[src/design/ic3_pkg.sv]
package ic3_pkg;

  // Fixed field widths
  localparam int OutBits     = 28;
  localparam int PixFieldBits = 8;
  localparam int KernelBits  = 48;
  localparam int CoeffStride = 16;
  localparam int WidthBits   = 11;
  localparam int HeightBits  = 16;

  // Configuration port
  localparam int AddrBits = 6;
  localparam int DataBits = 64;

  localparam logic [2:0] RegWidth        = 3'd0;
  localparam logic [2:0] RegHeight       = 3'd1;
  localparam logic [2:0] RegKernelTop    = 3'd2;
  localparam logic [2:0] RegKernelMiddle = 3'd3;
  localparam logic [2:0] RegKernelBottom = 3'd4;

  localparam logic [WidthBits-1:0]  WidthReset   = 11'd1024;
  localparam logic [HeightBits-1:0] HeightReset  = 16'd1024;
  localparam logic [KernelBits-1:0] KernelTopReset    = 48'd0;
  localparam logic [KernelBits-1:0] KernelMiddleReset = 48'd65536;
  localparam logic [KernelBits-1:0] KernelBottomReset = 48'd0;

  // Input word kinds
  localparam logic KindPixel = 1'b0;
  localparam logic KindFlush = 1'b1;

  // Depth of the queue between front and back
  localparam int QueueDepth = 4;

  typedef struct packed {
    logic                    kind;
    logic [PixFieldBits-1:0] pixel;
  } in_word_t;

  typedef struct packed {
    logic signed [OutBits-1:0] filtered;
    logic                      frame_end;
  } out_word_t;

  // Classification of one column step, front to back
  typedef struct packed {
    logic xlt;    // column inside the row
    logic x0;     // first column
    logic y1;     // row one or later
    logic y2;     // row two or later
    logic store;  // write the line stores
    logic emit;   // step yields an output
    logic last;   // final output of the frame
  } op_ctl_t;

endpackage

[src/design/ic3_front.sv]
module ic3_front import ic3_pkg::*; #(
  parameter int MAX_WIDTH  = 1024,
  parameter int PIXEL_BITS = 8
) (
  input  logic                          clk_i,
  input  logic                          rst_ni,
  input  logic                          in_valid_i,
  output logic                          in_stall_o,
  input  in_word_t                      in_data_i,
  input  logic [WidthBits-1:0]          width_i,
  input  logic [HeightBits-1:0]         height_i,
  input  logic                          full_i,
  output logic                          push_o,
  output op_ctl_t                       ctl_o,
  output logic [$clog2(MAX_WIDTH)-1:0]  addr_o,
  output logic [PIXEL_BITS-1:0]         pix_o
);

  localparam int CW = $clog2(MAX_WIDTH + 1);
  localparam int AW = $clog2(MAX_WIDTH);

  logic [HeightBits-1:0] row_q, row_d;
  logic [CW-1:0]         col_q, col_d;
  logic [CW-1:0]         flush_q, flush_d;
  logic                  flushing_q, flushing_d;

  logic [CW-1:0]         w_eff;
  logic [HeightBits-1:0] h_eff;
  logic                  accept;

  assign in_stall_o = full_i;
  assign accept     = in_valid_i && !full_i;

  // Effective geometry
  always_comb begin
    if (width_i == '0) begin
      w_eff = CW'(1);
    end else if (32'(width_i) > MAX_WIDTH) begin
      w_eff = CW'(MAX_WIDTH);
    end else begin
      w_eff = CW'(width_i);
    end
    h_eff = (height_i == '0) ? HeightBits'(1) : height_i;
  end

  // Position tracking and step classification
  always_comb begin
    logic [HeightBits-1:0] r;
    logic [CW-1:0]         c;
    logic [CW-1:0]         x;
    logic [HeightBits-1:0] y;
    logic                  go;
    logic                  store;
    logic                  last;
    row_d      = row_q;
    col_d      = col_q;
    flush_d    = flush_q;
    flushing_d = flushing_q;
    r     = row_q;
    c     = col_q;
    x     = '0;
    y     = row_q;
    go    = 1'b0;
    store = 1'b0;
    last  = 1'b0;
    if (accept) begin
      if (!flushing_q) begin
        if (in_data_i.kind == KindPixel) begin
          if (r < h_eff && c >= w_eff) begin
            c = '0;
            r = r + HeightBits'(1);
          end
          if (r >= h_eff) begin
            flushing_d = 1'b1;
            flush_d    = '0;
          end else begin
            go    = 1'b1;
            store = 1'b1;
            x     = c;
            y     = r;
            c     = c + CW'(1);
            if (c >= w_eff) begin
              c = '0;
              r = r + HeightBits'(1);
              if (r >= h_eff) begin
                flushing_d = 1'b1;
                flush_d    = '0;
              end
            end
          end
          row_d = r;
          col_d = c;
        end
      end else if (in_data_i.kind == KindFlush) begin
        go   = 1'b1;
        x    = (flush_q >= w_eff) ? w_eff : flush_q;
        last = (x == w_eff);
        if (last) begin
          flushing_d = 1'b0;
          flush_d    = '0;
          row_d      = '0;
          col_d      = '0;
        end else begin
          flush_d = flush_q + CW'(1);
        end
      end
    end
    push_o      = go;
    ctl_o.xlt   = (x < w_eff);
    ctl_o.x0    = (x == '0);
    ctl_o.y1    = (y >= HeightBits'(1));
    ctl_o.y2    = (y >= HeightBits'(2));
    ctl_o.store = store;
    ctl_o.last  = last;
    ctl_o.emit  = ctl_o.xlt ? (ctl_o.x0 ? ctl_o.y2 : ctl_o.y1) : ctl_o.y1;
    addr_o      = AW'(x);
    pix_o       = store ? PIXEL_BITS'(in_data_i.pixel) : '0;
  end

  always_ff @(posedge clk_i or negedge rst_ni) begin
    if (!rst_ni) begin
      row_q      <= '0;
      col_q      <= '0;
      flush_q    <= '0;
      flushing_q <= 1'b0;
    end else begin
      row_q      <= row_d;
      col_q      <= col_d;
      flush_q    <= flush_d;
      flushing_q <= flushing_d;
    end
  end

endmodule

[config.mk]
export PLATFORM = sky130hd
export DESIGN_NAME = ic3_front
export DESIGN_NICKNAME = d
export VERILOG_FILES = /design/src/design/ic3_pkg.sv /design/src/design/ic3_front.sv
export SDC_FILE = /design/constraint.sdc
export NUM_CORES = 1
export LEC_CHECK = 0
export CORE_ASPECT_RATIO = 0.75
export CORE_UTILIZATION = 43
export CTS_BUF_LIST = sky130_fd_sc_hd__clkbuf_4 sky130_fd_sc_hd__clkbuf_8 sky130_fd_sc_hd__clkbuf_16
export CTS_CLUSTER_SIZE = 24
export DETAILED_ROUTE_END_ITERATION = 12
export DONT_BUFFER_PORTS = 1
export PLACE_DENSITY_LB_ADDON = 0.1
export SLEW_MARGIN = 20
export SYNTH_ARGS = -nofsm -noshare
export SYNTH_HDL_FRONTEND = slang
export SYNTH_SLANG_ARGS = --single-unit
[constraint.sdc]
create_clock -name clk_i -period 7.1 [get_ports clk_i]
set_clock_uncertainty 0.2 [all_clocks]
set_input_delay 1.065 -clock clk_i [delete_from_list [all_inputs] [get_ports clk_i]]
set_output_delay 1.065 -clock clk_i [all_outputs]
set_load 0.01 [all_outputs]
* After elaboration in Yosys (flattened, before gate mapping) *
Cells that the tools add are included.

storage, ports and cells
  logic and storage cells = 92
  register bits = 39
  output and inout port bits = 27
  input bits = 40

cells by class
  reductions and logical operators = 10
  mux-type cells = 60
  magnitude comparators = 10
  $add $sub $neg = 4
  equality and inequality tests = 4

operator list
  operator                                                                              number
  11-bit two-way mux                                                                    25
  16-bit two-way mux                                                                    15
  11-bit greater-or-equal comparator                                                    3
  16-bit by 1-bit adder with 16-bit output, second input constant                       2
  16-bit greater-or-equal comparator                                                    2
  11-bit by 1-bit adder with 11-bit output, second input constant                       2
  11-bit zero test                                                                      2
  1-bit two-way mux                                                                     19
  16-bit by 1-bit greater-or-equal comparator with 1-bit output, second input constant  1
  16-bit by 2-bit greater-or-equal comparator with 1-bit output, second input constant  1
  16-bit zero test                                                                      1
  16-bit less-than comparator                                                           1
  11-bit equality test                                                                  1
  11-bit greater-than comparator, second input constant                                 1
  11-bit less-than comparator                                                           1
  8-bit two-way mux                                                                     1
  3-bit nonzero test                                                                    2
  5-bit AND reduction                                                                   1
  2-bit by 1-bit != test with 1-bit output, second input constant                       2
  4-bit AND reduction                                                                   1
  1-bit logical AND                                                                     2
  2-bit != test, second input constant                                                  1
  1-bit zero test                                                                       1

* Depth between registers and ports, before layout *
  word-level depth = 17
  depth in mapped cells = 31
  gate-level depth less buffers = 27

* Worst setup path before layout *
No wires, ideal clock.

  kind = input -> output
  start = in width_i[3]
  end = out ctl_o[1] in the netlist's numbering
  data arrival time = 6584 ps
  setup slack = -749 ps
  stages = 28
  buffers on the path = 4
  data required time = 5835 ps
  cells stage by stage = nor4_1 -> a31oi_1 -> nor2_1 -> ha_1 -> o211ai_1 -> a21o_1 -> a21o_1 -> buf_2 -> buf_2 -> nor2_1 -> buf_2 -> xnor2_1 -> ha_1 -> nand2b_1 -> a211oi_1 -> o21a_1 -> o21ai_0 -> nor4_2 -> clkbuf_1 -> a32o_1 -> ha_1 -> nand4_1 -> nor2_1 -> a21oi_1 -> o211ai_1 -> a41oi_1 -> a21oi_1 -> nand2b_1

RTL lines
  element             RTL line         source
  start: declaration  ic3_front.sv:10  input logic [WidthBits-1:0] width_i,
  end: declaration    ic3_front.sv:14  output op_ctl_t ctl_o,

==> reports/results.md <==
| Stage | Item | Reported |
| --- | --- | --- |
| status | Run status | complete, but fails checks |
| status | Violated checks | negative setup slack |
| yosys | Cell types with the highest counts after synthesis | ha_1, nand2_1, inv_1, nor2_1, o21ai_0 |
| die | Die Outline Area | 14800 sq um |
| sta | Relative slew slack | 43.3% |
| clocking | Number of H-tree levels | 2 |
| sta | Timing-limited maximum frequency | 139 MHz |
| routing | Detailed Route WL | 21.6 mm |
| critical path | Most numerous cell on the critical path | a21o_1 |
| cells and area | Fraction of final layout cells sized beyond drive strength 1 | 22.6% |
| yosys | Mapped Avg Cell Area | 7.77 sq um |
| critical path | Max Fanout on Critical Path | 5 |
| placed design | Placed wire-length estimate after detailed placement | 17.4 mm |
| die | Effective utilization at floorplan | 44.4% |
| clocking | Max Buffers Root-to-Sink | 2 |
| critical path | CP max stage delay | 0.39 ns |
| power and ir drop | Peak supply drop | 0.109 mV |
| placed design | Number of buffers added on ports | 0 |
| cells and area | Post-Layout Inst Area | 7580 sq um |
| critical path | Arrival time of the worst setup path | 5.94 ns |
| critical path | Req. time, crit path | 5.83 ns |
| routing | Vias post-DR | 6520 |
| cells and area | Layout-stage area growth over the synthesis result | 23.5% |
| yosys | Post-synth EDFFs | 0 |
| yosys | Synth warnings | 0 |
| clocking | Root buffer selected by CTS | clkbuf_16 |
| cells and area | Filler instances | 1276 |
| critical path | Startpoint class of the critical path | input pin |
| flow run | Number of max-cap violations | 0 |
| critical path | Kind of critical path | input pin to output pin |
| yosys | Ys async rst share | 100% |
| clocking | Number of sinks handled by clock tree synthesis | 39 |
| die | Total core area | 13800 sq um |
| die | Site row count | 37 |
| yosys | Sequential cell area fraction in the yosys report | 15.9% |
| sta | Unrepaired setup endpoints after global routing | yes |
| hold path | Worst min-delay path category | input pin to asynchronous set/reset pin |
| sta | Setup TNS | -0.106 ns |
| yosys | Number of register bits inferred by synthesis | 39 |
| cells and area | Non-filler instance count after layout | 1048 |
| placed design | Final weighted congestion in routability-driven placement | 1.02 |
| sta | Final worst path period share | 101% |
| power and ir drop | Leakage power summed over all cells | 0.00348 uW |
| critical path | Category of the worst setup path capture point | output pin |
| routing | # DRC | 0 |
| global routing | Via count of the first global-routing pass | 6399 |
| critical path | Critical path's slowest cell | or3_4 |
| yosys | Number of different library cells in the post-synthesis netlist | 75 |
| sta | Number of hold violations in the final report | 0 |
| yosys | Most used DFF post-synth | dfrtp_1 |
| yosys | Cells after synthesis | 790 |
| sta | Final setup violating endpoints | 2 |
| yosys | Post-synth top area cell | ha_1 |
| placed design | Post-detailed-placement cell area | 7250 sq um |
| sta | Final worst setup slack | -0.104 ns |
| sta | Hold WS | 0.264 ns |
| placed design | Placed cell count | 1033 |
| die | Chip Height | 105 um |
| routing | Via-per-instance ratio | 6.22 |
| yosys | Dominant cell by count in the synthesized netlist | ha_1 |
| routing | Detail-routed net length per standard cell | 20.6 um |
| global routing | Aggregate global routing overflow | 0 |
| clocking | Number of buffers inserted during clock tree synthesis | 5 |
| die | I/O pin count | 67 |
| yosys | Post-Synthesis Net Count | 925 |
| yosys | Most area-consuming cells after synthesis | ha_1, dfrtp_1, xnor2_1 |
| clocking | Clock transition at the registers of the reported paths | 0.07 ns |
| power and ir drop | P per Cell Area | 181 nW/um^2 |
| sta | Final number of max-transition violations | 0 |
| global routing | Number of antenna violations at the first check in global routing | 0 |
| cells and area | Antenna diode count | 0 |
| sta | Min Tclk post-route | 7.20 ns |
| cells and area | Number of nets in the layout | 1007 |
| clocking | CTS tree | done |
| global routing | Maximum number of pins on one net before global-route repair | 40 |
| global routing | Global-route wire length before repair | 34.3 mm |
| routing | Post-DRT Antenna Nets | 0 |
| routing | Number of design-rule violations left by the first detailed-router iteration | 610 |
| clocking | Source-to-sink clock delay at the later pin of the worst-skew pair | 0.29 ns |
| routing | Initial DRT Pass Iterations | 6 |
| sta | Least-Margin Pin Slew | 0.844 ns |
| yosys | Cell area after technology mapping | 6140 sq um |
| die | X dimension of the die | 140 um |
| yosys | Area share of the largest cell type after synthesis | 19.4% |
| global routing | Total Routing Usage GR | 29.9% |
power by group:
part	switching, uW	internal (uW)
Combinational	465	364
Sequential	62.0	255
Clock	99.1	129
layout by cell type (no fill, tap or decap), drive strengths merged, types with 3 or more instances in the layout:
master and n:
buf 111, ha 95, nand2 61, o21ai 57
inv 55, nor2 54, xnor2 41, dfrtp 39
a21oi 35, nor3 30, nand3 28, nand4 22
nor4 21, a21o 17, and2 15, nand2b 14
or3 13, xor2 12, nor2b 12, a32o 11
and3 10, mux2i 10, o31ai 9, a22o 8
a211oi 8, a31oi 7, clkbuf 6, o211ai 5
o21a 5, mux2 5, o2111ai 4, or2 4
o31a 3, o22ai 3, clkinv 3, and4 3
a41oi 3, a2111oi 3, a311oi 3
sequential cells by signal, indices dropped and copies added, names as in the netlist:
| register | count |
|---|---|
| flushing_q | 1 |
| flush_q | 11 |
| col_q | 11 |
| row_q | 16 |
cell type report:
type | count | area, sq um | share of cell area, %
Clock buffer | 5 | 125 | 1.65
Clock inverter | 3 | 15.0 | 0.198
Inverter | 55 | 214 | 2.82
Multi-Input combinational cell | 659 | 5150 | 67.9
Sequential cell | 39 | 976 | 12.9
Tap cell | 175 | 219 | 2.89
Timing Repair Buffer | 112 | 887 | 11.7
through the flow:
| stage | util, % | setup slack, ns | total power, uW |
|---|---|---|---|
| floorplan | - | -0.110 | 834 |
| finish | 54.8 | -0.104 | 1370 |
| global route | 54.8 | -0.253 | 1470 |
| global placement | 52.3 | -0.233 | 1070 |
| CTS | 54.0 | 0.0162 | 1330 |
| detailed placement | 52.4 | -0.376 | 1090 |
what timing repair did:
item / CTS / global route
pin swaps: 13 / 1
setup endpoints to repair: 2 / 2
hold buffers: 0 / 0
resized for setup: 11 / 13
cloned: 1 / 1
setup buffers: 3 / 2
routing by layer:
| layer | track usage, % | part of all wire (%) | routed length (um) | vias to the layer above |
|---|---|---|---|---|
| li1 | - | - | - | 3090 |
| met1 | 43.8 | 48 | 10400 | 3141 |
| met2 | 45.2 | 42 | 9110 | 255 |
| met3 | 5.36 | 8.1 | 1760 | 34 |
| met4 | 6.67 | 1.6 | 354 | 0 |
| met5 | 0 | 0 | 0 | - |
cell families after synthesis:
| family | after synthesis | share of synthesized area [%] |
|---|---|---|
| DFF | 39 | 15.9 |
| and+or+nand+nor | 295 | 26.0 |
| muxes | 15 | 2.55 |
| AOI/OAI and AO/OA | 201 | 22.5 |
| xor gates and xnor gates | 53 | 7.56 |
| buffers and inverters | 92 | 6.13 |
| adders and majority gates | 95 | 19.4 |
worst paths after layout:
check | slack (ns) | cells past startpoint | end | from
min in group clk_i | 0.40 | 1 | flush_q[10]$_DFFE_PN0P_ | flush_q[10]$_DFFE_PN0P_
min reg2reg | 0.40 | 1 | flush_q[10]$_DFFE_PN0P_ | flush_q[10]$_DFFE_PN0P_
min | 0.26 | 0 | row_q[14]$_DFFE_PN0P_ | rst_ni
max | -0.10 | 26 | ctl_o[1] | width_i[9]
max reg2reg | 0.77 | 27 | flush_q[10]$_DFFE_PN0P_ | row_q[5]$_DFFE_PN0P_
max in group asynchronous | 6.33 | 0 | flush_q[5]$_DFFE_PN0P_ | rst_ni
worst max-delay path, delay by kind of cell:
kind            cells  cell delay, ns
fa+ha+maj           3            0.64
buf+inv             2            0.36
simple gates        5            1.20
xor+xnor            1            0.19
compound gates     15            2.47
Power figures use the tool's default switching activity.
