File: src/design/ic3_queue.sv
module ic3_queue #(
  parameter int W     = 8,
  parameter int DEPTH = 4
) (
  input  logic         clk_i,
  input  logic         rst_ni,
  input  logic         push_i,
  input  logic [W-1:0] data_i,
  output logic         full_o,
  output logic         valid_o,
  input  logic         pop_i,
  output logic [W-1:0] data_o
);

  localparam int PW = (DEPTH > 1) ? $clog2(DEPTH) : 1;
  localparam int NW = $clog2(DEPTH + 1);

  logic [W-1:0]  mem_q [DEPTH];
  logic [PW-1:0] head_q, tail_q;
  logic [NW-1:0] count_q;
  logic          do_push, do_pop;

  assign full_o  = (count_q == NW'(DEPTH));
  assign valid_o = (count_q != '0);
  assign data_o  = mem_q[head_q];
  assign do_push = push_i && !full_o;
  assign do_pop  = pop_i && valid_o;

  // Storage
  always_ff @(posedge clk_i) begin
    if (do_push) begin
      mem_q[tail_q] <= data_i;
    end
  end

  // Pointers and fill level
  always_ff @(posedge clk_i or negedge rst_ni) begin
    if (!rst_ni) begin
      head_q  <= '0;
      tail_q  <= '0;
      count_q <= '0;
    end else begin
      if (do_push) begin
        tail_q <= (tail_q == PW'(DEPTH - 1)) ? '0 : tail_q + PW'(1);
      end
      if (do_pop) begin
        head_q <= (head_q == PW'(DEPTH - 1)) ? '0 : head_q + PW'(1);
      end
      case ({do_push, do_pop})
        2'b10:   count_q <= count_q + NW'(1);
        2'b01:   count_q <= count_q - NW'(1);
        default: count_q <= count_q;
      endcase
    end
  end

endmodule

File: config.mk
export PLATFORM = sky130hd
export DESIGN_NAME = ic3_queue
export DESIGN_NICKNAME = d
export VERILOG_FILES = /design/src/design/ic3_queue.sv
export SDC_FILE = /design/constraint.sdc
export NUM_CORES = 1
export LEC_CHECK = 0
export BUFFER_PORTS_ARGS = -buffer_cell sky130_fd_sc_hd__buf_2
export CORE_MARGIN = 3
export CORE_UTILIZATION = 50
export DETAILED_ROUTE_END_ITERATION = 8
export PLACE_DENSITY = 0.74
export SLEW_MARGIN = 15
export SYNTH_ARGS = -nofsm -noshare
export SYNTH_HDL_FRONTEND = slang
export SYNTH_SLANG_ARGS = --single-unit
File: constraint.sdc
create_clock -name clk_i -period 2.2 [get_ports clk_i]
set_input_delay 0.11 -clock clk_i [delete_from_list [all_inputs] [get_ports clk_i]]
set_output_delay 0.11 -clock clk_i [all_outputs]
set_load 0.005 [all_outputs]
**Yosys cells after proc, flatten, opt, wreduce, memory -nomap -nowiden**

Memories as Yosys holds them, arrays and structs flattened.
Index checks and enable logic that the tools add are counted.

- Bits in writable memories: 32
- Memories: 1
- Input port bits: 12
- Word-level logic and storage cells: 23
- Register bits after elaboration: 7
- Output and inout bits: 10

Memories:

| memory | depth | bits a word | rd ports | clocked after Yosys merged registers in | wr ports | line | RTL |
|---|---|---|---|---|---|---|---|
| mem_q | 4 | 8 | 1 | 0 | 1 | 18 | `logic [W-1:0] mem_q [DEPTH];` |

- Mux-type cells: 5
- Add/subtract/negate cells: 4
- Equal/unequal tests: 5
- Reduce and logical (&&, ||, !) cells: 5

Operators with widths:

| cell | number |
|---|---|
| 2-bit equality test, second input constant | 3 |
| 3-bit one-hot mux with 2 select lines | 1 |
| 2-bit by 1-bit adder with 2-bit output, second input constant | 2 |
| 2-bit two-way mux | 2 |
| 3-bit by 1-bit adder with 3-bit output, second input constant | 1 |
| 3-bit equality test, second input constant | 1 |
| 3-bit nonzero test | 1 |
| 3-bit by 1-bit subtractor with 3-bit output, second input constant | 1 |
| 2-bit by 1-bit equality test with 1-bit output, second input constant | 1 |
| 1-bit logical AND | 2 |
| 1-bit two-way mux | 2 |
| 2-bit nonzero test | 1 |
| 1-bit zero test | 1 |

**Longest topological paths before layout**

Gate-level depths: netlist of the first run.

- Depth in word-level cells: 5
- Gate-level depth with buffers: 9
- Depth with buffers taken out: 9

**Least setup slack after synthesis of the first run**

Ideal clock, no wire load.

- Path type: flip-flop to flip-flop
- Start: register count_q[0]
- End: register count_q[2]
- Slack: 136 ps
- Clock period less this slack: 2064 ps
- Stages on the path, launching flop included: 10
- Arrival time: 1985 ps
- Cells stage by stage: dfrtp_1 -> or3b_4 -> and2_4 -> inv_1 -> ha_1 -> inv_1 -> fa_1 -> xor2_1 -> nor2_1 -> xor2_1

- Longest elaborated chain between the ends: 5
- Elaborated cells between the ends (all ways): 11

Ends and longest elaborated chain:

| what | line | RTL |
|---|---|---|
| start, declared | 20 | `logic [NW-1:0] count_q;` |
| start signal, assigned | 50 | `2'b10: count_q <= count_q + NW'(1);` |
| start signal, assigned | 51 | `2'b01: count_q <= count_q - NW'(1);` |
| start signal, assigned | 52 | `default: count_q <= count_q;` |
| 3-bit equality test | 23 | `assign full_o = (count_q == NW'(DEPTH));` |
| 1-bit zero test | 26 | `assign do_push = push_i && !full_o;` |
| 1-bit logical AND | 26 |  |
| 2-bit by 1-bit equality test with 1-bit output / 2-bit equality test (equally long branches) | 49 | `case ({do_push, do_pop})` |
| 3-bit one-hot mux with 2 select lines / 2-bit nonzero test (equally long branches) | n/a |  |

Parallel ways exist; a longest one is shown, timed or not.
A chain may end at the register's enable or synchronous reset.

**Final worst setup path of the first run**

- Start: register count_q[2]
- End: register count_q[1]

- Elaborated cells between the ends (all ways): 9

RTL lines:

| what | line | RTL |
|---|---|---|
| 3-bit nonzero test * | 24 | `assign valid_o = (count_q != '0);` |
| 1-bit logical AND * | 27 | `assign do_pop = pop_i && valid_o;` |
| named net do_pop | 21 | `logic do_push, do_pop;` |
| 2-bit by 1-bit equality test with 1-bit output / 2-bit equality test (equally long branches) | 49 |  |
| 3-bit one-hot mux with 2 select lines / 2-bit nonzero test (equally long branches) | n/a |  |

Mark *: on every way through the listed nets, which the timed path passes. The rest lies on a longest branch.

==> summary.md, run 1 <==
| Metric | Value |
|---|---|
| Status | `complete, no violations` |
| Via Count | `840` |
| Routability cong. | `0.744` |
| Max Fclk | `471 MHz` |
| Kind of critical path | `flip-flop to flip-flop` |
| Post-Syn Instances | `83` |
| Most numerous cell on the critical path | `inv_1` |
| Post-Syn Nets | `102` |
| PD cells | `1250 mW/mm^2` |
| Core area | `0.00290 sq mm` |
| CP Data Required Time | `2470 ps` |
| Fin. max-slew vios | `0` |
| R2R setup slack | `70 ps` |
| Crit-path max FO | `3` |
| Commonest non-fill, non-tap cells in the layout | `32 x edfxtp_1, 21 x buf_2, 9 x dlygate4sd3_1, 8 x inv_1, 8 x mux4_2` |
| CP bufs+invs | `3` |
| CP max stage delay | `480 ps` |
| Clk_skew | `5.03 ps` |
| CP delay by family, top | `simple AND/OR/NAND/NOR gates` |
| Die Width | `62.8 microns` |
| Commonest non-fill, non-tap cell in the layout | `edfxtp_1` |
| I/O Buffers | `21` |
| Period utilization | `96.6%` |
| Initial core utilization | `55.6%` |
| CTS buffer count | `5` |
| Final ANT Viol Nets | `0` |
| DRT iter0 DRCs | `19` |
| #FFs+latches synth | `39` |
| Ports | `22` |
| Hpwl dp | `1760 microns` |
| Vias in the first global route | `873` |
| Setup WS pre-CTS | `7.97 ps` |
| FF/Latch Area | `0.00114 sq mm` |
| CP Launch Type | `flip-flop` |
| Multi-input logic area | `444 sq um` |
| FILL cells | `211` |
| VDD IR max | `0.674 mV` |
| Reg2Reg Depth | `8` |
| Global-route wire length before repair | `4330 microns` |
| DRT Wirelength | `2660 microns` |
| Worst reg2reg startpoint | `count_q[2]$_DFFE_PN0P_` |
| Syn_area_per_cell | `19.4 sq um` |
| Worst path slowest cell | `or3_2` |
| Endpoints failing hold | `0` |
| Hold Crit Class | `input pin to async pin` |
| YS warnings | `0` |
| Htree depth | `2` |
| Ordered list of cells on the worst path | `buf_4, or3_2, nand2_2, inv_1, ha_2, inv_1, fa_2, mux2i_1` |
| Max clock buf depth | `2` |
| Synth cell types | `19` |
| Grt total ovfl | `0` |
| Largest net degree at the start of global routing | `13` |
| MaxCap Viol Count | `0` |
| DIE HEIGHT | `62.8 microns` |
| Pleak | `0.785 nW` |
| DR vias/cell | `5.12` |
| Slew HR | `60.7%` |
| Fraction of layout cells with a size suffix above 1 | `44.3%` |
| Initial antenna violation count | `0` |
| GRT Util Overall | `15.0%` |
| Final setup violation count | `0` |
| Clock root cell | `clkbuf_4` |
| Nets@finish | `140` |
| Reg-to-reg endpoint | `count_q[1]$_DFFE_PN0P_` |
| Clock transition at path regs | `110 ps` |
| # rows | `19` |
| Mapped cell area | `0.00161 sq mm` |
| PnR worst setup slack | `74.9 ps` |
| Sequential area share after synthesis | `70.5%` |
| Crit path DAT | `2390 ps` |
| Min cycle time layout | `2130 ps` |
| ANT cells | `0` |
| Drt drc | `0` |
| Initial DRT Pass Iterations | `5` |
| DR WL/cell | `16.2 microns` |
| Sink Count | `39` |
| Total negative slack | `0 ps` |
| CP Capture Type | `flip-flop` |
| Worst skew pair latency | `340 ps` |
| Area of the die | `0.00394 sq mm` |
| CTS tree | `built` |
| Layout area overhead | `22.0%` |
| Worst-Margin Slew | `590 ps` |
[worst max path at each step]
| stage | start | end | slack (ps) | cells after the start |
|---|---|---|---|---|
| finish | count_q[2]$_DFFE_PN0P_ | count_q[1]$_DFFE_PN0P_ | 70 | 8 |
| global route | count_q[2]$_DFFE_PN0P_ | count_q[2]$_DFFE_PN0P_ | -1 | 10 |
| CTS | count_q[0]$_DFFE_PN0P_ | count_q[2]$_DFFE_PN0P_ | 8 | 9 |
| detailed placement | count_q[0]$_DFFE_PN0P_ | count_q[2]$_DFFE_PN0P_ | 8 | 9 |
| global placement | count_q[0]$_DFFE_PN0P_ | count_q[2]$_DFFE_PN0P_ | 100 | 9 |
| floorplan | count_q[0]$_DFFE_PN0P_ | count_q[2]$_DFFE_PN0P_ | 140 | 9 |
[cells in the mapped netlist]
cell type | number | area, sq um
edfxtp_1 | 32 | 961
and3_2 | 4 | 30.0
mux2_2 | 2 | 22.5
mux2_4 | 2 | 30.0
dfrtp_1 | 7 | 175
mux2i_1 | 1 | 10.0
xnor2_1 | 1 | 8.76
nor2_1 | 3 | 11.3
xor2_1 | 2 | 17.5
mux4_2 | 8 | 180
buf_1 | 1 | 3.75
nand2_1 | 1 | 3.75
inv_1 | 8 | 30.0
fa_1 | 1 | 20.0
buf_2 | 1 | 5.00
or3b_4 | 1 | 11.3
or3_2 | 1 | 7.51
ha_1 | 6 | 75.1
and2_4 | 1 | 8.76
[through the flow]
| stage | util (%) | cell area, sq um | instances | hold slack, ps | total power, mW |
|---|---|---|---|---|---|
| 2_1_floorplan | - | 1610 | 83 | -186 | 1.66 |
| 3_3_place_gp | 60.7 | 1760 | 144 | -51.9 | 1.88 |
| 3_5_place_dp | 60.7 | 1760 | 144 | -49.4 | 1.93 |
| 4_1_cts | 66.8 | 1940 | 161 | 126 | 2.43 |
| 5_1_grt | 67.8 | 1970 | 164 | 116 | 2.62 |
| 6_report | 67.8 | 1970 | 164 | 123 | 2.46 |
[cell type report]
| class | count | area share (%) |
|---|---|---|
| clock inverter | 2 | 1.78 |
| inverter | 8 | 1.53 |
| sequential | 39 | 57.8 |
| multi-input combinational | 34 | 22.6 |
| tap | 42 | 2.67 |
| timing repair buffer | 33 | 11.1 |
| clock buffer | 6 | 2.61 |
[layer usage]
| layer | share of wire [%] | global-route usage, % |
|---|---|---|
| met5 | 0 | 0 |
| met1 | 41 | 17.3 |
| met4 | 1.7 | 6.61 |
| met3 | 4.5 | 5.22 |
| met2 | 53 | 25.2 |
[what timing repair did]
action	in CTS	in global routing
setup endpoints to repair	0	1
resized for setup	0	3
buffers inserted	0	3
hold buffers	9	0
endpoints found under the hold margin	39	0
[cells by family (layout without fill, tap and decap cells)]
kind of cell  Yosys count  count (layout)  synth area share (%)
fa+ha+maj               7               7                  5.90
flops                  39              39                  70.5
mux                    13              13                  15.1
simple gates           11              11                  4.50
buf+inv                10              49                  2.41
xor+xnor                3               3                  1.63
[flip-flops by register name, indices dropped and copies added, names as in the netlist]
name / count
count_q: 3
head_q: 2
mem_q: 32
tail_q: 2
[worst reg2reg max path, cell delays in order, from the launching register on]
cell and delay (ps):
dfrtp_1 410, buf_4 150, or3_2 480, nand2_2 120, inv_1 50, ha_2 170, inv_1 70, fa_2 440
mux2i_1 160
[power breakdown]
| part | internal, mW | switching (mW) |
|---|---|---|
| registers | 0.998 | 0.158 |
| clock network | 0.269 | 0.226 |
| logic | 0.475 | 0.337 |
| total | 1.74 | 0.720 |
No activity file was read; power rests on OpenSTA's default activity.
==> inputs of run 2 (changes only) <==
Clock period 2.2 ns to 1.7 ns, I/O delays scaled along.
==> run 2 against run 1 <==
Critical path depth is 1 higher. Non-clock buffer count up 11. Power grew 41%. The flow now finishes with violations (negative setup slack). Utilization grew 4.1 points.
==> summary.md, run 2 (synthesis gave the netlist of run 1 again) <==
| Metric | Value |
|---|---|
| GRT Util Overall | `16.5%` |
| Initial DRT Pass Iterations | `4` |
| Clk_skew | `9.78 ps` |
| CP Launch Type | `flip-flop` |
| Via Count | `857` |
| Min cycle time layout | `1960 ps` |
| Final setup violation count | `2` |
| DR vias/cell | `4.90` |
| Global-route wire length before repair | `4730 microns` |
| Fraction of layout cells with a size suffix above 1 | `51.1%` |
| Inst Count DP | `150` |
| # rows | `19` |
| DRT iter0 DRCs | `27` |
| Grt total ovfl | `0` |
| Htree depth | `2` |
| CTS tree | `built` |
| ANT cells | `0` |
| Crit-path max FO | `3` |
| Nets@finish | `151` |
| R2R setup slack | `-260 ps` |
| Endpoints failing hold | `0` |
| Final ANT Viol Nets | `0` |
| Max clock buf depth | `2` |
| Hpwl dp | `1800 microns` |
| Fin cells | `175` |
| Crit path DAT | `2230 ps` |
| Status | `complete, but fails checks` |
| Worst-Margin Slew | `446 ps` |
| PD cells | `1670 mW/mm^2` |
| Vias in the first global route | `982` |
| Worst skew pair latency | `340 ps` |
| Commonest non-fill, non-tap cell in the layout | `edfxtp_1` |
| Pleak | `0.845 nW` |
| VDD IR max | `1.18 mV` |
| Fin. max-slew vios | `0` |
| DR WL/cell | `15.5 microns` |
| Clock transition at path regs | `110 ps` |
| Reg-to-reg endpoint | `count_q[2]$_DFFE_PN0P_` |
| Largest net degree at the start of global routing | `13` |
| CP Capture Type | `flip-flop` |
| Max Fclk | `511 MHz` |
| RSZ-0062 raised after global routing | `yes` |
| Top reg by flops | `mem_q` |
| Core area | `0.00290 sq mm` |
| Kind of critical path | `flip-flop to flip-flop` |
| Largest register FFs | `32` |
| Sink Count | `39` |
| Area of the die | `0.00394 sq mm` |
| MaxCap Viol Count | `0` |
| Biggest regs | `mem_q x32, count_q x3` |
| FILL cells | `201` |
| Commonest non-fill, non-tap cells in the layout | `32 x edfxtp_1, 21 x buf_2, 11 x buf_4, 9 x dlygate4sd3_1, 8 x mux4_2` |
| I/O Buffers | `21` |
| Failing checks | `negative setup slack` |
| Worst path slowest cell | `dfrtp_1` |
| Worst reg2reg startpoint | `count_q[2]$_DFFE_PN0P_` |
| Die Width | `62.8 microns` |
| DIE HEIGHT | `62.8 microns` |
| Slew HR | `70.3%` |
| Ordered list of cells on the worst path | `or3b_4, and2_4, inv_2, ha_4, inv_2, fa_2, xor2_1, nor2_1, xor2_1` |
| Initial core utilization | `55.6%` |
| Reg2Reg Depth | `9` |
| CTS buffer count | `5` |
| CP max stage delay | `400 ps` |
| Period utilization | `115%` |
| CP Data Required Time | `1980 ps` |
| Ports | `22` |
| Clock root cell | `clkbuf_4` |
| Layout area overhead | `29.5%` |
| Drt drc | `0` |
| DRT Wirelength | `2710 microns` |
| Routability cong. | `0.706` |
| Setup WS pre-CTS | `-283 ps` |
| PnR worst setup slack | `-257 ps` |
| Hold Crit Class | `input pin to async pin` |
| Initial antenna violation count | `0` |
run 2: cell types whose count changed in the layout (fill, tap and decap cells not counted), moves of 2 or more:
cell	delta
inv_1	-3
inv_2	+3
buf_4	+8
buf_6	+2
run 2: final cells by class:
cell class                      count  area [sq um]  share of cell area [%]
Clock buffer                        6          41.3                    1.98
Sequential cell                    39          1140                    54.5
Multi-Input combinational cell     34           458                    21.9
Timing Repair Buffer               44           308                    14.7
Inverter                            8          30.0                    1.44
Tap cell                           42          52.6                    2.52
Clock inverter                      2          60.1                    2.88
run 2: critical path: cells and delay by family, from the launching register on:
kind / cells / cell delay [ps]
AND/OR/NAND/NOR: 3 / 670
adder cells (fa/ha/maj): 2 / 440
flip-flops: 1 / 400
XOR/XNOR: 2 / 280
buffers and inverters: 2 / 90
run 2: worst max-delay path by stage:
stage | endpoint | cells past startpoint | slack [ps] | from
2_1_floorplan | count_q[2]$_DFFE_PN0P_ | 9 | -260 | count_q[0]$_DFFE_PN0P_
4_1_cts | count_q[2]$_DFFE_PN0P_ | 9 | -250 | count_q[2]$_DFFE_PN0P_
3_5_place_dp | count_q[2]$_DFFE_PN0P_ | 9 | -280 | count_q[1]$_DFFE_PN0P_
6_report | count_q[2]$_DFFE_PN0P_ | 9 | -260 | count_q[2]$_DFFE_PN0P_
3_3_place_gp | count_q[2]$_DFFE_PN0P_ | 9 | -220 | count_q[1]$_DFFE_PN0P_
5_1_grt | count_q[2]$_DFFE_PN0P_ | 9 | -370 | count_q[2]$_DFFE_PN0P_
run 2: repair_timing:
action	CTS	global route
pin swaps	6	2
endpoints found under the hold margin	39	0
hold buffers	9	0
setup buffers	8	0
resized for setup	4	2
setup endpoints to repair	10	7
run 2: where the power goes:
| part | switching [mW] | total (mW) | internal (mW) | leakage, nW |
|---|---|---|---|---|
| clock | 0.288 | 0.747 | 0.459 | 0.0525 |
| sequential | 0.143 | 1.44 | 1.30 | 0.374 |
| combinational | 0.530 | 1.29 | 0.760 | 0.418 |
| total | 0.962 | 3.48 | 2.51 | 0.845 |
run 2: metal layers:
| layer | global-route usage (%) | vias up | wire (microns) |
|---|---|---|---|
| met5 | 0 | - | 0 |
| met4 | 7.44 | 0 | 69 |
| met3 | 5.76 | 8 | 132 |
| met2 | 26.8 | 21 | 1330 |
| met1 | 19.9 | 418 | 1180 |
| li1 | - | 410 | - |
run 2: through the flow:
stage	TNS (ps)	utilization (%)	area (sq um)	hold slack, ps	power, mW
2_1_floorplan	-434	-	1630	-211	2.18
3_3_place_gp	-395	62.9	1820	-73.6	2.52
3_5_place_dp	-488	62.9	1820	-67.8	2.59
4_1_cts	-431	71.7	2080	88.2	3.49
5_1_grt	-618	72.0	2090	110	3.70
6_report	-431	72.0	2090	102	3.48
