`config.mk`:
```
export PLATFORM = sky130hd
export DESIGN_NAME = ic3_regs
export DESIGN_NICKNAME = d
export VERILOG_FILES = /design/src/design/ic3_pkg.sv /design/src/design/ic3_regs.sv
export SDC_FILE = /design/constraint.sdc
export NUM_CORES = 1
export LEC_CHECK = 0
export BUFFER_PORTS_ARGS = -buffer_cell sky130_fd_sc_hd__clkbuf_2
export CORE_MARGIN = 1.5
export CORE_UTILIZATION = 49
export DETAILED_ROUTE_END_ITERATION = 12
export GPL_TIMING_DRIVEN = 0
export MAX_ROUTING_LAYER = met4
export PLACE_DENSITY = 0.82
export SYNTH_ARGS = -nofsm -noshare
export SYNTH_HDL_FRONTEND = slang
export SYNTH_SLANG_ARGS = --single-unit
```
`constraint.sdc`:
```
create_clock -name clk_i -period 1.96 [get_ports clk_i]
set_clock_uncertainty 0.15 [all_clocks]
set_input_delay 0.098 -clock clk_i [delete_from_list [all_inputs] [get_ports clk_i]]
set_output_delay 0.098 -clock clk_i [all_outputs]
set_load 0.01 [all_outputs]
```
`src/design/ic3_pkg.sv`:
```
package ic3_pkg;

  // Fixed field widths
  localparam int OutBits     = 28;
  localparam int PixFieldBits = 8;
  localparam int KernelBits  = 48;
  localparam int CoeffStride = 16;
  localparam int WidthBits   = 11;
  localparam int HeightBits  = 16;

  // Configuration port
  localparam int AddrBits = 6;
  localparam int DataBits = 64;

  localparam logic [2:0] RegWidth        = 3'd0;
  localparam logic [2:0] RegHeight       = 3'd1;
  localparam logic [2:0] RegKernelTop    = 3'd2;
  localparam logic [2:0] RegKernelMiddle = 3'd3;
  localparam logic [2:0] RegKernelBottom = 3'd4;

  localparam logic [WidthBits-1:0]  WidthReset   = 11'd1024;
  localparam logic [HeightBits-1:0] HeightReset  = 16'd1024;
  localparam logic [KernelBits-1:0] KernelTopReset    = 48'd0;
  localparam logic [KernelBits-1:0] KernelMiddleReset = 48'd65536;
  localparam logic [KernelBits-1:0] KernelBottomReset = 48'd0;

  // Input word kinds
  localparam logic KindPixel = 1'b0;
  localparam logic KindFlush = 1'b1;

  // Depth of the queue between front and back
  localparam int QueueDepth = 4;

  typedef struct packed {
    logic                    kind;
    logic [PixFieldBits-1:0] pixel;
  } in_word_t;

  typedef struct packed {
    logic signed [OutBits-1:0] filtered;
    logic                      frame_end;
  } out_word_t;

  // Classification of one column step, front to back
  typedef struct packed {
    logic xlt;    // column inside the row
    logic x0;     // first column
    logic y1;     // row one or later
    logic y2;     // row two or later
    logic store;  // write the line stores
    logic emit;   // step yields an output
    logic last;   // final output of the frame
  } op_ctl_t;

endpackage

```
`src/design/ic3_regs.sv`:
```
module ic3_regs import ic3_pkg::*; (
  input  logic                  clk_i,
  input  logic                  rst_ni,
  input  logic                  psel,
  input  logic                  penable,
  input  logic                  pwrite,
  input  logic [AddrBits-1:0]   paddr,
  input  logic [DataBits-1:0]   pwdata,
  output logic [DataBits-1:0]   prdata,
  output logic                  pready,
  output logic [WidthBits-1:0]  width_o,
  output logic [HeightBits-1:0] height_o,
  output logic [2:0][KernelBits-1:0] kernel_o
);

  logic [WidthBits-1:0]  width_q;
  logic [HeightBits-1:0] height_q;
  logic [2:0][KernelBits-1:0] kernel_q;
  logic [2:0] idx;
  logic       wr_en;

  assign idx    = paddr[AddrBits-1:3];
  assign wr_en  = psel && penable && pwrite;
  assign pready = 1'b1;

  // Register writes
  always_ff @(posedge clk_i or negedge rst_ni) begin
    if (!rst_ni) begin
      width_q     <= WidthReset;
      height_q    <= HeightReset;
      kernel_q[0] <= KernelTopReset;
      kernel_q[1] <= KernelMiddleReset;
      kernel_q[2] <= KernelBottomReset;
    end else if (wr_en) begin
      case (idx)
        RegWidth:        width_q     <= pwdata[WidthBits-1:0];
        RegHeight:       height_q    <= pwdata[HeightBits-1:0];
        RegKernelTop:    kernel_q[0] <= pwdata[KernelBits-1:0];
        RegKernelMiddle: kernel_q[1] <= pwdata[KernelBits-1:0];
        RegKernelBottom: kernel_q[2] <= pwdata[KernelBits-1:0];
        default: ;
      endcase
    end
  end

  // Read mux
  always_comb begin
    case (idx)
      RegWidth:        prdata = DataBits'(width_q);
      RegHeight:       prdata = DataBits'(height_q);
      RegKernelTop:    prdata = DataBits'(kernel_q[0]);
      RegKernelMiddle: prdata = DataBits'(kernel_q[1]);
      RegKernelBottom: prdata = DataBits'(kernel_q[2]);
      default:         prdata = '0;
    endcase
  end

  assign width_o  = width_q;
  assign height_o = height_q;
  assign kernel_o = kernel_q;

endmodule

```
=== After elaboration in Yosys (flattened, before gate mapping) ===
Cells that the tools add are included.

* Bits in registers: 171
* Input port bits: 75
* Output and inout bits: 236
* Word-level logic and storage cells: 18

* Eq/ne operators: 4
* Muxes and demuxes: 1
* Reductions and logical operators: 8

{| class="wikitable"
|+ Operators by type and width
! operator !! count
|-
| 48-bit one-hot mux with 5 select lines || 1
|-
| 2-bit AND reduction || 5
|-
| 3-bit by 2-bit equality test with 1-bit output (second input constant) || 2
|-
| 3-bit by 1-bit equality test with 1-bit output (second input constant) || 1
|-
| 3-bit equality test (second input constant) || 1
|-
| 3-bit zero test || 1
|-
| 1-bit logical AND || 2
|}

=== Depth between registers and ports, before layout ===
Gate-level depths: netlist of run 1.

* Word-level depth: 3
* Gate-level depth with buffers: 6
* Mapped depth without buffers: 3

=== Worst setup path before layout of run 1 ===
OpenSTA, ideal clock, no wires.

* Path type: in2reg
* From: input paddr[3]
* To: register kernel_q, in the netlist kernel_o[123]
* Setup time: 0.127 ns
* Arrival time: 1.361 ns
* Data required time: 1.683 ns
* Slack: 0.322 ns
* Stages on the path: 6
* Path buffers: 3
* Cells stage by stage: buf_2 > nor3b_4 > and4_1 > buf_6 > buf_6 > mux2_1

* Word-level cells in the longest chain between the ends: 2

{| class="wikitable"
|+ Ends and longest elaborated chain
! element !! line !! source
|-
| start: declaration || ic3_regs.sv:7 || <nowiki>input logic [AddrBits-1:0] paddr,</nowiki>
|-
| 3-bit equality test || ic3_regs.sv:35 || <nowiki>case (idx)</nowiki>
|-
| 2-bit AND reduction (no line) || n/a ||
|-
| end: declaration || ic3_regs.sv:18 || <nowiki>logic [2:0][KernelBits-1:0] kernel_q;</nowiki>
|}

Every way passes these cells.
A chain may end at the register's enable or synchronous reset.

=== Worst setup path in the final report of run 1 ===
* From: input paddr[4]
* To: output prdata[3]

* Word-level cells in the longest chain between the ends: 2
* Elaborated cells on any way between the ends: 6
* Classes of those cells: 4 x eq/ne; 1 x mux; 1 x reduce/logical

{| class="wikitable"
|+ Ends and longest elaborated chain
! element !! line !! source
|-
| 3-bit equality test (tied with other cells) || ic3_regs.sv:48 || <nowiki>case (idx)</nowiki>
|-
| 48-bit one-hot mux with 5 select lines (*) || ic3_regs.sv:48 ||
|-
| end: declaration || ic3_regs.sv:9 || <nowiki>output logic [DataBits-1:0] prdata,</nowiki>
|}

Every way passes the cells marked *; elsewhere a longest branch is shown, timed or not.

==> results of run 1 <==
[cell usage after synthesis, drive strengths merged]
library cell  count
dfrtp           168
nor3b             2
dfstp             3
a22oi            16
o21ai            43
conb              2
or3               1
o22ai             5
and4              1
nor2              2
a32oi            11
nand2b            1
mux2i            37
buf              40
nand2            33
inv               1
clkbuf           16
nand4b            1
nor3              1
nor2b             3
mux2            182
[cells by family after synthesis]
group | share of synthesized area, %
buf+inv | 4.42
compound gates | 5.97
simple gates | 3.13
other cells | 0.0968
flops | 55.2
mux | 31.2
[power groups by stage]
stage	Combinational, mW	Sequential [mW]	Clock, mW
after global placement	2.47	4.83	0
final	2.64	4.82	3.50
after CTS	2.63	4.81	3.55
after detailed placement	2.54	4.87	0
after floorplan	1.00	5.07	0
after global routing	2.84	4.90	3.71
[per-stage QoR]
stage,setup slack [ps],std cells,instance area [um^2]
after global routing,8.68,1148,10600
after CTS,75.9,1148,10600
after detailed placement,-93.7,1069,9480
final,82.5,1148,10600
after floorplan,322,584,7820
after global placement,-2380,1068,9450
[critical path: stages]
cell	delay [ps]
clkbuf_2	140
buf_2	210
nor2_1	160
clkbuf_1	480
a32oi_1	200
o21ai_0	150
clkbuf_2	190
[timing repair]
item                       CTS  global route
cloned                       0             0
setup endpoints to repair   16            15
hold endpoints to repair   257             0
hold buffers                49             0
gates resized for setup      4            10
[final timing paths]
check / endpoint / from / slack (ps)
setup / recovery: prdata[3] / paddr[4] / 80
hold / removal: width_o[0]$_DFFE_PN0P_ / paddr[4] / 50
setup reg to reg: height_o[11]$_DFFE_PN0P_ / height_o[11]$_DFFE_PN0P_ / 950
hold reg to reg: kernel_o[131]$_DFFE_PN0P_ / kernel_o[131]$_DFFE_PN0P_ / 360
max in group asynchronous: kernel_o[131]$_DFFE_PN0P_ / rst_ni / 640
min in group asynchronous: kernel_o[108]$_DFFE_PN0P_ / rst_ni / 180
[final cells by class]
type / count / share of cell area [%]
flip-flops and latches: 171 / 40.4
multi-input cells: 356 / 30.1
repair buffers: 323 / 17.9
clock buffers: 22 / 4.57
plain buffers: 55 / 3.29
well taps: 211 / 2.49
clock inverters: 9 / 1.27
inverters: 1 / 0.0354
[registers in the layout, summed over array words and instances, names as in the netlist]
register and count:
kernel_o 144, width_o 11, height_o 16
[metal layers]
metal  vias to the layer above  track usage (%)  routed length [um]
li1                       2750                -                   -
met1                      3096             33.1                9300
met2                       275             47.9               11400
met3                        47             8.07                1590
met4                         0             11.2                 597
met5                         -                -                   0
==> impl_metrics.py, run 1 <==
metrics = {
    "global_route": {
        "overflow": 0,
        "grt_pass1_vias": 6267,
        "grt_usage_pct": 28.8,
        "antenna_found_initial": 0,
        "grt_max_degree": 88,
        "grt_pass1_wl_um": 34600,
    },
    "floorplan": {
        "die_h_um": 129,
        "dieArea_mm2": 0.0166,
        "core_mm2": 0.0153,
        "io_pins": 311,
        "die_x_um": 129,
        "initial_core_util_pct": 50.7,
        "num_rows": 45,
    },
    "pwr": {
        "combinationalPowerShare_pct": 24.0,
        "power_mw": 11.0,
        "total_switching_power_mw": 3.28,
        "vdd_drop_max_mv": 0.752,
        "power_leakage_nw": 5.39,
        "clockPowerShare_pct": 32.0,
        "swShare_pct": 29.9,
        "p_int_mw": 7.68,
        "p_seq_share_pct": 44.0,
        "powerDensity_mw_per_mm2": 1030,
    },
    "sta": {
        "post-route-min-period_ps": 1880,
        "setup_viol": 0,
        "maxSlewHeadroom_pct": 53.6,
        "rsz0062_at_grt": "false",
        "max_slew.worst_pin.slew_ps": 696,
        "finalCritPeriodShare_pct": 95.8,
        "final_max_slew_viol_count": 0,
        "fmax_mhz": 533,
        "hold_slack_ps": 45.1,
        "fin_setup_tns_ps": 0,
        "finalHoldViolCount": 0,
    },
    "clock_tree": {
        "cts_max_level": 4,
        "cts_buffer_depth": 2,
        "cts_inserted_buffers": 17,
        "post_cts_buffers": 0,
        "path_clk_slew_ps": 60,
        "cts_root_buffer": "clkbuf_16",
        "cts_sinks": 171,
        "insertion_delay_ps": 420,
        "cts_tree": "done",
    },
    "layout": {
        "seqCellArea_mm2": 0.00428,
        "final_util_pct": 69.2,
        "diodes": 0,
        "layout_commonest_cell": "clkbuf_2",
        "fin_nets": 1000,
        "nFillCells": 1108,
        "final_cell_mix": "clkbuf_2, dfrtp_1, mux2_2, dlygate4sd3_1, o21ai_0",
        "syn_to_final_growth_pct": 36.7,
        "drive_gt1_share_pct": 55.2,
        "multi_input_area_mm2": 0.00319,
    },
    "logic_synthesis": {
        "yosys.area.top_type": "dfrtp_1",
        "syn_area_mm2": 0.00776,
        "ys_types": 25,
        "ys_seq_elements": 171,
        "synth_top_area_share_pct": 54.2,
        "synthTopCellsByArea": "dfrtp_1, mux2_2, mux2i_1",
        "syn_avg_cell_area_um2": 13.6,
        "yosysSeqAreaShare_pct": 55.2,
        "yosys_warnings": 0,
        "synth_cells": 569,
    },
    "drt": {
        "wl_um": 22900,
        "ant_nets": 0,
        "dr_total_vias": 6168,
        "drc": 0,
        "vias_per_cell": 5.37,
        "drtIter0Drc": 236,
        "drt-pass1-iter-count": 4,
        "avgRoutedWirePerCell_um": 19.9,
    },
    "setup_path": {
        "start_kind": "input pin",
        "path_max_fanout": 10,
        "critical_path_class": "in -> out",
        "crit_path_end_kind": "primary output",
        "worstRegToRegCells": 1,
        "cp_data_arrival_time_ps": 1630,
        "crit_required_ps": 1710,
    },
    "placed_design": {
        "dpl.hpwl_um": 15800,
        "portBuffers": 273,
        "gp_congestion": 0.815,
    },
    "min_path": {
        "hold_path_class": "in -> reg",
        "holdPathStages": 3,
    },
    "status": {
        "status": "completed",
    },
    "run": {
        "cap_viol_max_count": 0,
    },
}
No activity file was read; power rests on OpenSTA's default activity.
==> run 2: changes to the inputs <==
--- a/config.mk
+++ b/config.mk
@@ -5,13 +5,14 @@
 export SDC_FILE = /design/constraint.sdc
 export NUM_CORES = 1
 export LEC_CHECK = 0
+export ABC_AREA = 1
 export BUFFER_PORTS_ARGS = -buffer_cell sky130_fd_sc_hd__clkbuf_2
 export CORE_MARGIN = 1.5
 export CORE_UTILIZATION = 49
 export DETAILED_ROUTE_END_ITERATION = 12
 export GPL_TIMING_DRIVEN = 0
 export MAX_ROUTING_LAYER = met4
-export PLACE_DENSITY = 0.82
+export PLACE_DENSITY = 0.81
 export SYNTH_ARGS = -nofsm -noshare
 export SYNTH_HDL_FRONTEND = slang
 export SYNTH_SLANG_ARGS = --single-unit
==> run 2 against run 1 <==
Effect of this change: fmax rose by 1.9%; combinational power fell by 3%; clock power fell by 6.0%; global-route usage rose by 4.9 points; flip-flop and latch count did not move; sequential share of layout area fell by 0.26 points; non-clock buffer count rose by 20.
==> impl_metrics.py, run 2 <==
metrics = {
    "global_route": {
        "antenna_found_initial": 0,
        "grt_max_degree": 88,
        "overflow": 0,
        "grt_pass1_vias": 7651,
        "grt_pass1_wl_um": 41400,
        "grt_usage_pct": 33.7,
    },
    "setup_path": {
        "critical_path_class": "in -> out",
        "crit_required_ps": 1710,
        "cp_data_arrival_time_ps": 1590,
        "worstRegToRegCells": 2,
        "path_max_fanout": 10,
        "crit_path_end_kind": "primary output",
        "start_kind": "input pin",
        "rrSetupSlack_ps": 1010,
        "rr_startpoint": "kernel_o[64]$_DFFE_PN1P_",
        "timing.rr.end": "kernel_o[64]$_DFFE_PN1P_",
    },
    "layout": {
        "nFillCells": 1323,
        "syn_to_final_growth_pct": 35.4,
        "multi_input_area_mm2": 0.00283,
        "largest_reg_flops": 144,
        "fin_nets": 1385,
        "final_cell_mix": "nand2_1, clkbuf_2, dfrtp_1, inv_1, o21ai_0",
        "seqCellArea_mm2": 0.00428,
        "fin_area_mm2": 0.0107,
        "layout_commonest_cell": "nand2_1",
        "drive_gt1_share_pct": 28.5,
    },
    "logic_synthesis": {
        "synth_top_area_share_pct": 53.4,
        "syn_avg_cell_area_um2": 8.25,
        "yosysSeqAreaShare_pct": 54.4,
        "synth_ff_type": "dfrtp_1",
        "ys_top_cells_by_count": "nand2_1, dfrtp_1, inv_1",
        "synth_cells": 955,
        "ys_types": 23,
        "yosys_warnings": 0,
        "syn_area_mm2": 0.00788,
        "synth.most_common_cell": "nand2_1",
        "synth-edff-count": 0,
        "synthTopCellsByArea": "dfrtp_1, nand2_1, o21ai_0",
        "ys_seq_elements": 171,
        "synthArstFlopShare_pct": 100,
        "yosys.area.top_type": "dfrtp_1",
    },
    "status": {
        "status": "completed",
    },
    "sta": {
        "final_max_slew_viol_count": 0,
        "hold_slack_ps": 119,
        "finalHoldViolCount": 0,
        "post-route-min-period_ps": 1840,
        "fin_setup_tns_ps": 0,
        "rsz0062_at_grt": "false",
        "max_slew.worst_pin.slew_ps": 717,
        "finalCritPeriodShare_pct": 94.0,
        "setup_viol": 0,
        "fmax_mhz": 543,
        "maxSlewHeadroom_pct": 52.2,
    },
    "drt": {
        "avgRoutedWirePerCell_um": 17.8,
        "drt-pass1-iter-count": 5,
        "drtIter0Drc": 684,
        "dr_total_vias": 8184,
        "vias_per_cell": 5.31,
        "wl_um": 27400,
        "drc": 0,
        "ant_nets": 0,
    },
    "placed_design": {
        "gp_congestion": 0.960,
        "portBuffers": 271,
        "dpl.hpwl_um": 19000,
        "place_area_mm2": 0.00960,
    },
    "pwr": {
        "vdd_drop_max_mv": 0.618,
        "p_int_mw": 7.10,
        "total_switching_power_mw": 3.58,
        "clockPowerShare_pct": 30.8,
        "powerDensity_mw_per_mm2": 1000,
        "swShare_pct": 33.5,
        "combinationalPowerShare_pct": 24.0,
        "p_seq_share_pct": 45.3,
        "power_leakage_nw": 5.77,
    },
    "clock_tree": {
        "cts_max_level": 4,
        "cts_inserted_buffers": 17,
        "insertion_delay_ps": 430,
        "cts_sinks": 171,
        "cts_root_buffer": "clkbuf_16",
        "post_cts_buffers": 0,
        "cts_tree": "done",
        "path_clk_slew_ps": 70,
        "cts_buffer_depth": 2,
    },
    "min_path": {
        "hold_path_class": "in -> async",
    },
    "floorplan": {
        "die_h_um": 130,
        "initial_core_util_pct": 50.0,
        "num_rows": 46,
        "dieArea_mm2": 0.0168,
        "io_pins": 311,
        "die_x_um": 130,
        "core_mm2": 0.0158,
    },
    "run": {
        "cap_viol_max_count": 0,
    },
}
==> run 2: cell families after synthesis <==
| logic type | Yosys count | synth area share, % |
|---|---|---|
| buffers and inverters | 180 | 10.5 |
| DFF | 171 | 54.4 |
| other | 2 | 0.0953 |
| AOI/OAI and AO/OA | 203 | 13.9 |
| and+or+nand+nor | 399 | 21.2 |
==> run 2: metal layers <==
metal | vias to the layer above | wire [um] | track usage [%]
li1 | 3755 | - | -
met1 | 3855 | 10900 | 41.4
met2 | 502 | 13400 | 54.4
met3 | 72 | 2320 | 7.09
met4 | 0 | 751 | 14.0
met5 | - | 0 | -
==> run 2: worst max path at each step <==
stage / start / endpoint / slack, ps / cells past startpoint
after global placement: rst_ni / kernel_o[136]$_DFFE_PN0P_ / -2420 / 1
final: paddr[5] / prdata[24] / 120 / 8
after detailed placement: paddr[4] / prdata[28] / -40 / 8
after CTS: paddr[4] / prdata[28] / 3 / 7
after floorplan: paddr[5] / prdata[16] / 600 / 7
after global routing: paddr[4] / prdata[38] / 10 / 7
==> run 2: power by group through the flow <==
| stage | clock network [mW] | logic (mW) | registers, mW |
|---|---|---|---|
| after floorplan | 0 | 0.915 | 5.06 |
| after global placement | 0 | 2.38 | 4.86 |
| after detailed placement | 0 | 2.47 | 4.86 |
| after CTS | 3.31 | 2.55 | 4.81 |
| after global routing | 3.43 | 2.83 | 4.90 |
| final | 3.29 | 2.56 | 4.84 |
==> run 2: what timing repair did <==
| item | in CTS | in global routing |
|---|---|---|
| pin swaps | 0 | 0 |
| gates resized for setup | 1 | 6 |
| hold buffers | 49 | 0 |
| endpoints found under the hold margin | 253 | 0 |
| setup endpoints to repair | 10 | 20 |
==> run 2: metrics by stage <==
step / cells / utilization (%) / worst slack, ps / power [mW]
after floorplan: 970 / - / 603 / 5.98
after global placement: 1457 / 60.6 / -2420 / 7.24
after detailed placement: 1458 / 60.9 / -41.8 / 7.32
after CTS: 1539 / 67.6 / 3.00 / 10.7
after global routing: 1539 / 67.7 / 10.0 / 11.2
final: 1540 / 67.7 / 118 / 10.7
==> run 2: area by class of cell <==
cell class | instances | area share (%)
multi-input cells | 619 | 26.5
flip-flops and latches | 171 | 40.1
plain buffers | 77 | 4.14
inverters | 103 | 3.67
repair buffers | 321 | 17.6
diodes | 1 | 0.0234
clock inverters | 12 | 1.08
well taps | 216 | 2.53
clock buffers | 20 | 4.28
==> run 2: critical path: stages <==
cell and delay [ps]:
buf_6 130, inv_2 90, buf_6 160, nand3_2 130, buf_2 230, buf_2 250, o211ai_1 300, clkbuf_2 190
==> run 3: changes to the inputs <==
--- a/config.mk
+++ b/config.mk
@@ -8,11 +8,11 @@
 export ABC_AREA = 1
 export BUFFER_PORTS_ARGS = -buffer_cell sky130_fd_sc_hd__clkbuf_2
 export CORE_MARGIN = 1.5
-export CORE_UTILIZATION = 49
+export CORE_UTILIZATION = 44
 export DETAILED_ROUTE_END_ITERATION = 12
 export GPL_TIMING_DRIVEN = 0
 export MAX_ROUTING_LAYER = met4
-export PLACE_DENSITY = 0.81
+export PLACE_DENSITY = 0.77
 export SYNTH_ARGS = -nofsm -noshare
 export SYNTH_HDL_FRONTEND = slang
 export SYNTH_SLANG_ARGS = --single-unit
==> constraint.sdc (replaced) <==
create_clock -name clk_i -period 1.5 [get_ports clk_i]
set_clock_uncertainty 0.15 [all_clocks]
set_input_delay 0.075 -clock clk_i [delete_from_list [all_inputs] [get_ports clk_i]]
set_output_delay 0.075 -clock clk_i [all_outputs]
set_load 0.01 [all_outputs]
==> run 3 against run 2 <==
Effect of this change: flip-flop and latch count is the same; global-route usage shrank 2.7 points; total power grew 37%; utilization shrank 2.5 points; largest power group unchanged; clock-buffer cell count shrank 1; worst hold slack lost 90 ps; critical path type is now reg -> out; the run now ends with setup timing left; via count grew 3.1%; highest routed layer unchanged; register-to-register slack lost 520 ps.
==> impl_metrics.py, run 3 (synthesized netlist as in run 2, its figures left out) <==
metrics = {
    "clock_tree": {
        "cts_sinks": 171,
        "path_clk_slew_ps": 70,
        "cts_tree": "done",
        "insertion_delay_ps": 420,
        "cts_inserted_buffers": 17,
        "cts_buffer_depth": 2,
        "cts_root_buffer": "clkbuf_16",
        "cts_max_level": 4,
    },
    "layout": {
        "syn_to_final_growth_pct": 44.1,
        "seqCellArea_mm2": 0.00428,
        "final_util_pct": 65.2,
        "drive_gt1_share_pct": 32.3,
        "nFillCells": 1462,
        "multi_input_area_mm2": 0.00285,
        "final_cell_mix": "nand2_1, clkbuf_2, dfrtp_1, inv_1, o21ai_0",
        "diodes": 0,
        "fin_nets": 1442,
        "largest_reg_flops": 144,
        "layout_commonest_cell": "nand2_1",
    },
    "pwr": {
        "power_leakage_nw": 6.17,
        "powerDensity_mw_per_mm2": 1290,
        "vdd_drop_max_mv": 0.767,
    },
    "setup_path": {
        "slowest_stage": "dfstp_2",
        "crit_top_cell": "nand2_1",
        "path_max_fanout": 2,
        "crit_path_max_incr_delay_ps": 540,
        "cp_top_family": "flip-flops",
        "crit_required_ps": 1270,
        "cp.buffers_inverters": 1,
        "cp_data_arrival_time_ps": 1380,
        "crit_chain": "nand4_1 > nand2_1 > nor2_2 > nand2_1 > buf_2",
        "crit_path_end_kind": "primary output",
        "critical_path_class": "reg -> out",
        "start_kind": "register",
    },
    "drt": {
        "drt-pass1-iter-count": 6,
        "dr_total_vias": 8439,
        "vias_per_cell": 5.26,
        "avgRoutedWirePerCell_um": 17.7,
        "drtIter0Drc": 787,
        "wl_um": 28500,
        "drc": 0,
        "ant_nets": 0,
    },
    "placed_design": {
        "dpl.hpwl_um": 19500,
        "gp_congestion": 0.939,
        "portBuffers": 271,
    },
    "sta": {
        "setup_viol": 3,
        "rsz0062_at_grt": "true",
        "final_max_slew_viol_count": 0,
        "fmax_mhz": 621,
        "max_slew.worst_pin.slew_ps": 644,
        "maxSlewHeadroom_pct": 57.1,
        "finalHoldViolCount": 0,
        "hold_slack_ps": 29.7,
        "finalWorstSetupSlack_ps": -109,
        "finalCritPeriodShare_pct": 107,
        "post-route-min-period_ps": 1610,
    },
    "floorplan": {
        "io_pins": 311,
        "die_x_um": 137,
        "core_mm2": 0.0174,
        "dieArea_mm2": 0.0187,
        "initial_core_util_pct": 45.2,
        "die_h_um": 137,
        "num_rows": 48,
    },
    "global_route": {
        "grt_max_degree": 104,
        "grt_pass1_vias": 7831,
        "overflow": 0,
        "grt_usage_pct": 31.0,
        "grt_pass1_wl_um": 42400,
        "antenna_found_initial": 0,
    },
    "status": {
        "violations": "setup timing",
        "status": "finished, violations left",
    },
    "run": {
        "cap_viol_max_count": 0,
    },
    "min_path": {
        "hold_path_class": "in -> reg",
    },
}
==> run 3: cell types whose count changed in the layout (fill, tap and decap cells not counted), sizes merged <==
cell	change
bufbuf	+1
bufinv	+2
buf	+74
diode	-1
inv	+1
clkbuf	-19
clkinvlp	-1
clkinv	-1
==> run 3: metal layers <==
metal,GRT usage (%),wire length (um),vias up
li1,-,-,3863
met4,12.7,1020,0
met2,50.1,13700,500
met3,5.48,2580,78
met5,-,0,-
met1,38.8,11200,3998
==> run 3: repair_timing <==
| action | in CTS | in global routing |
|---|---|---|
| gates cloned | 1 | 0 |
| hold buffers | 49 | 0 |
| endpoints found under the hold margin | 239 | 0 |
| endpoints found under the setup margin | 80 | 44 |
| setup buffers | 29 | 28 |
| gates resized for setup | 36 | 44 |
| pin swaps | 8 | 23 |
==> run 3: final timing paths <==
check                                    startpoint                   endpoint  slack [ps]  cells past startpoint
min                                          pwrite   height_o[13]$_DFFE_PN0P_          30                      6
min in group asynchronous                    rst_ni   height_o[12]$_DFFE_PN0P_          60                      2
min reg2reg                kernel_o[64]$_DFFE_PN1P_   kernel_o[64]$_DFFE_PN1P_         360                      2
max in group asynchronous                    rst_ni  kernel_o[131]$_DFFE_PN0P_         220                      3
max                        height_o[10]$_DFFE_PN1P_                 prdata[10]        -110                      5
max reg2reg                height_o[10]$_DFFE_PN1P_   height_o[10]$_DFFE_PN1P_         490                      3
==> run 3: area by class of cell <==
cell class / count / share of cell area (%)
Sequential cell: 171 / 37.7
Clock inverter: 13 / 1.44
Inverter: 103 / 3.56
Tap cell: 225 / 2.48
Buffer: 76 / 4.82
Timing Repair Buffer: 379 / 20.9
Multi-Input combinational cell: 619 / 25.1
Clock buffer: 19 / 3.90
==> run 3: where the power goes <==
group / switching (mW) / internal [mW]
combinational: 2.13 / 1.69
clock: 1.89 / 2.68
sequential: 0.734 / 5.53
==> run 3: worst reg2reg max path, cell delays in order (launching register included) <==
cell and delay, ps:
dfstp_2 540, buf_4 110, nand2_1 40, o21ai_0 90
==> run 3: per-stage QoR <==
stage,cell area (um^2),std cells,setup TNS [ps],total power [mW],setup slack [ps]
3_3_place_gp,9570,1466,-540290,9.47,-2870
4_1_cts,11100,1578,-171,14.4,-97.4
2_1_floorplan,7940,970,0,7.81,188
3_5_place_dp,9610,1467,-54840,9.58,-491
5_1_grt,11300,1605,-1000,15.3,-180
6_report,11300,1605,-162,14.7,-109
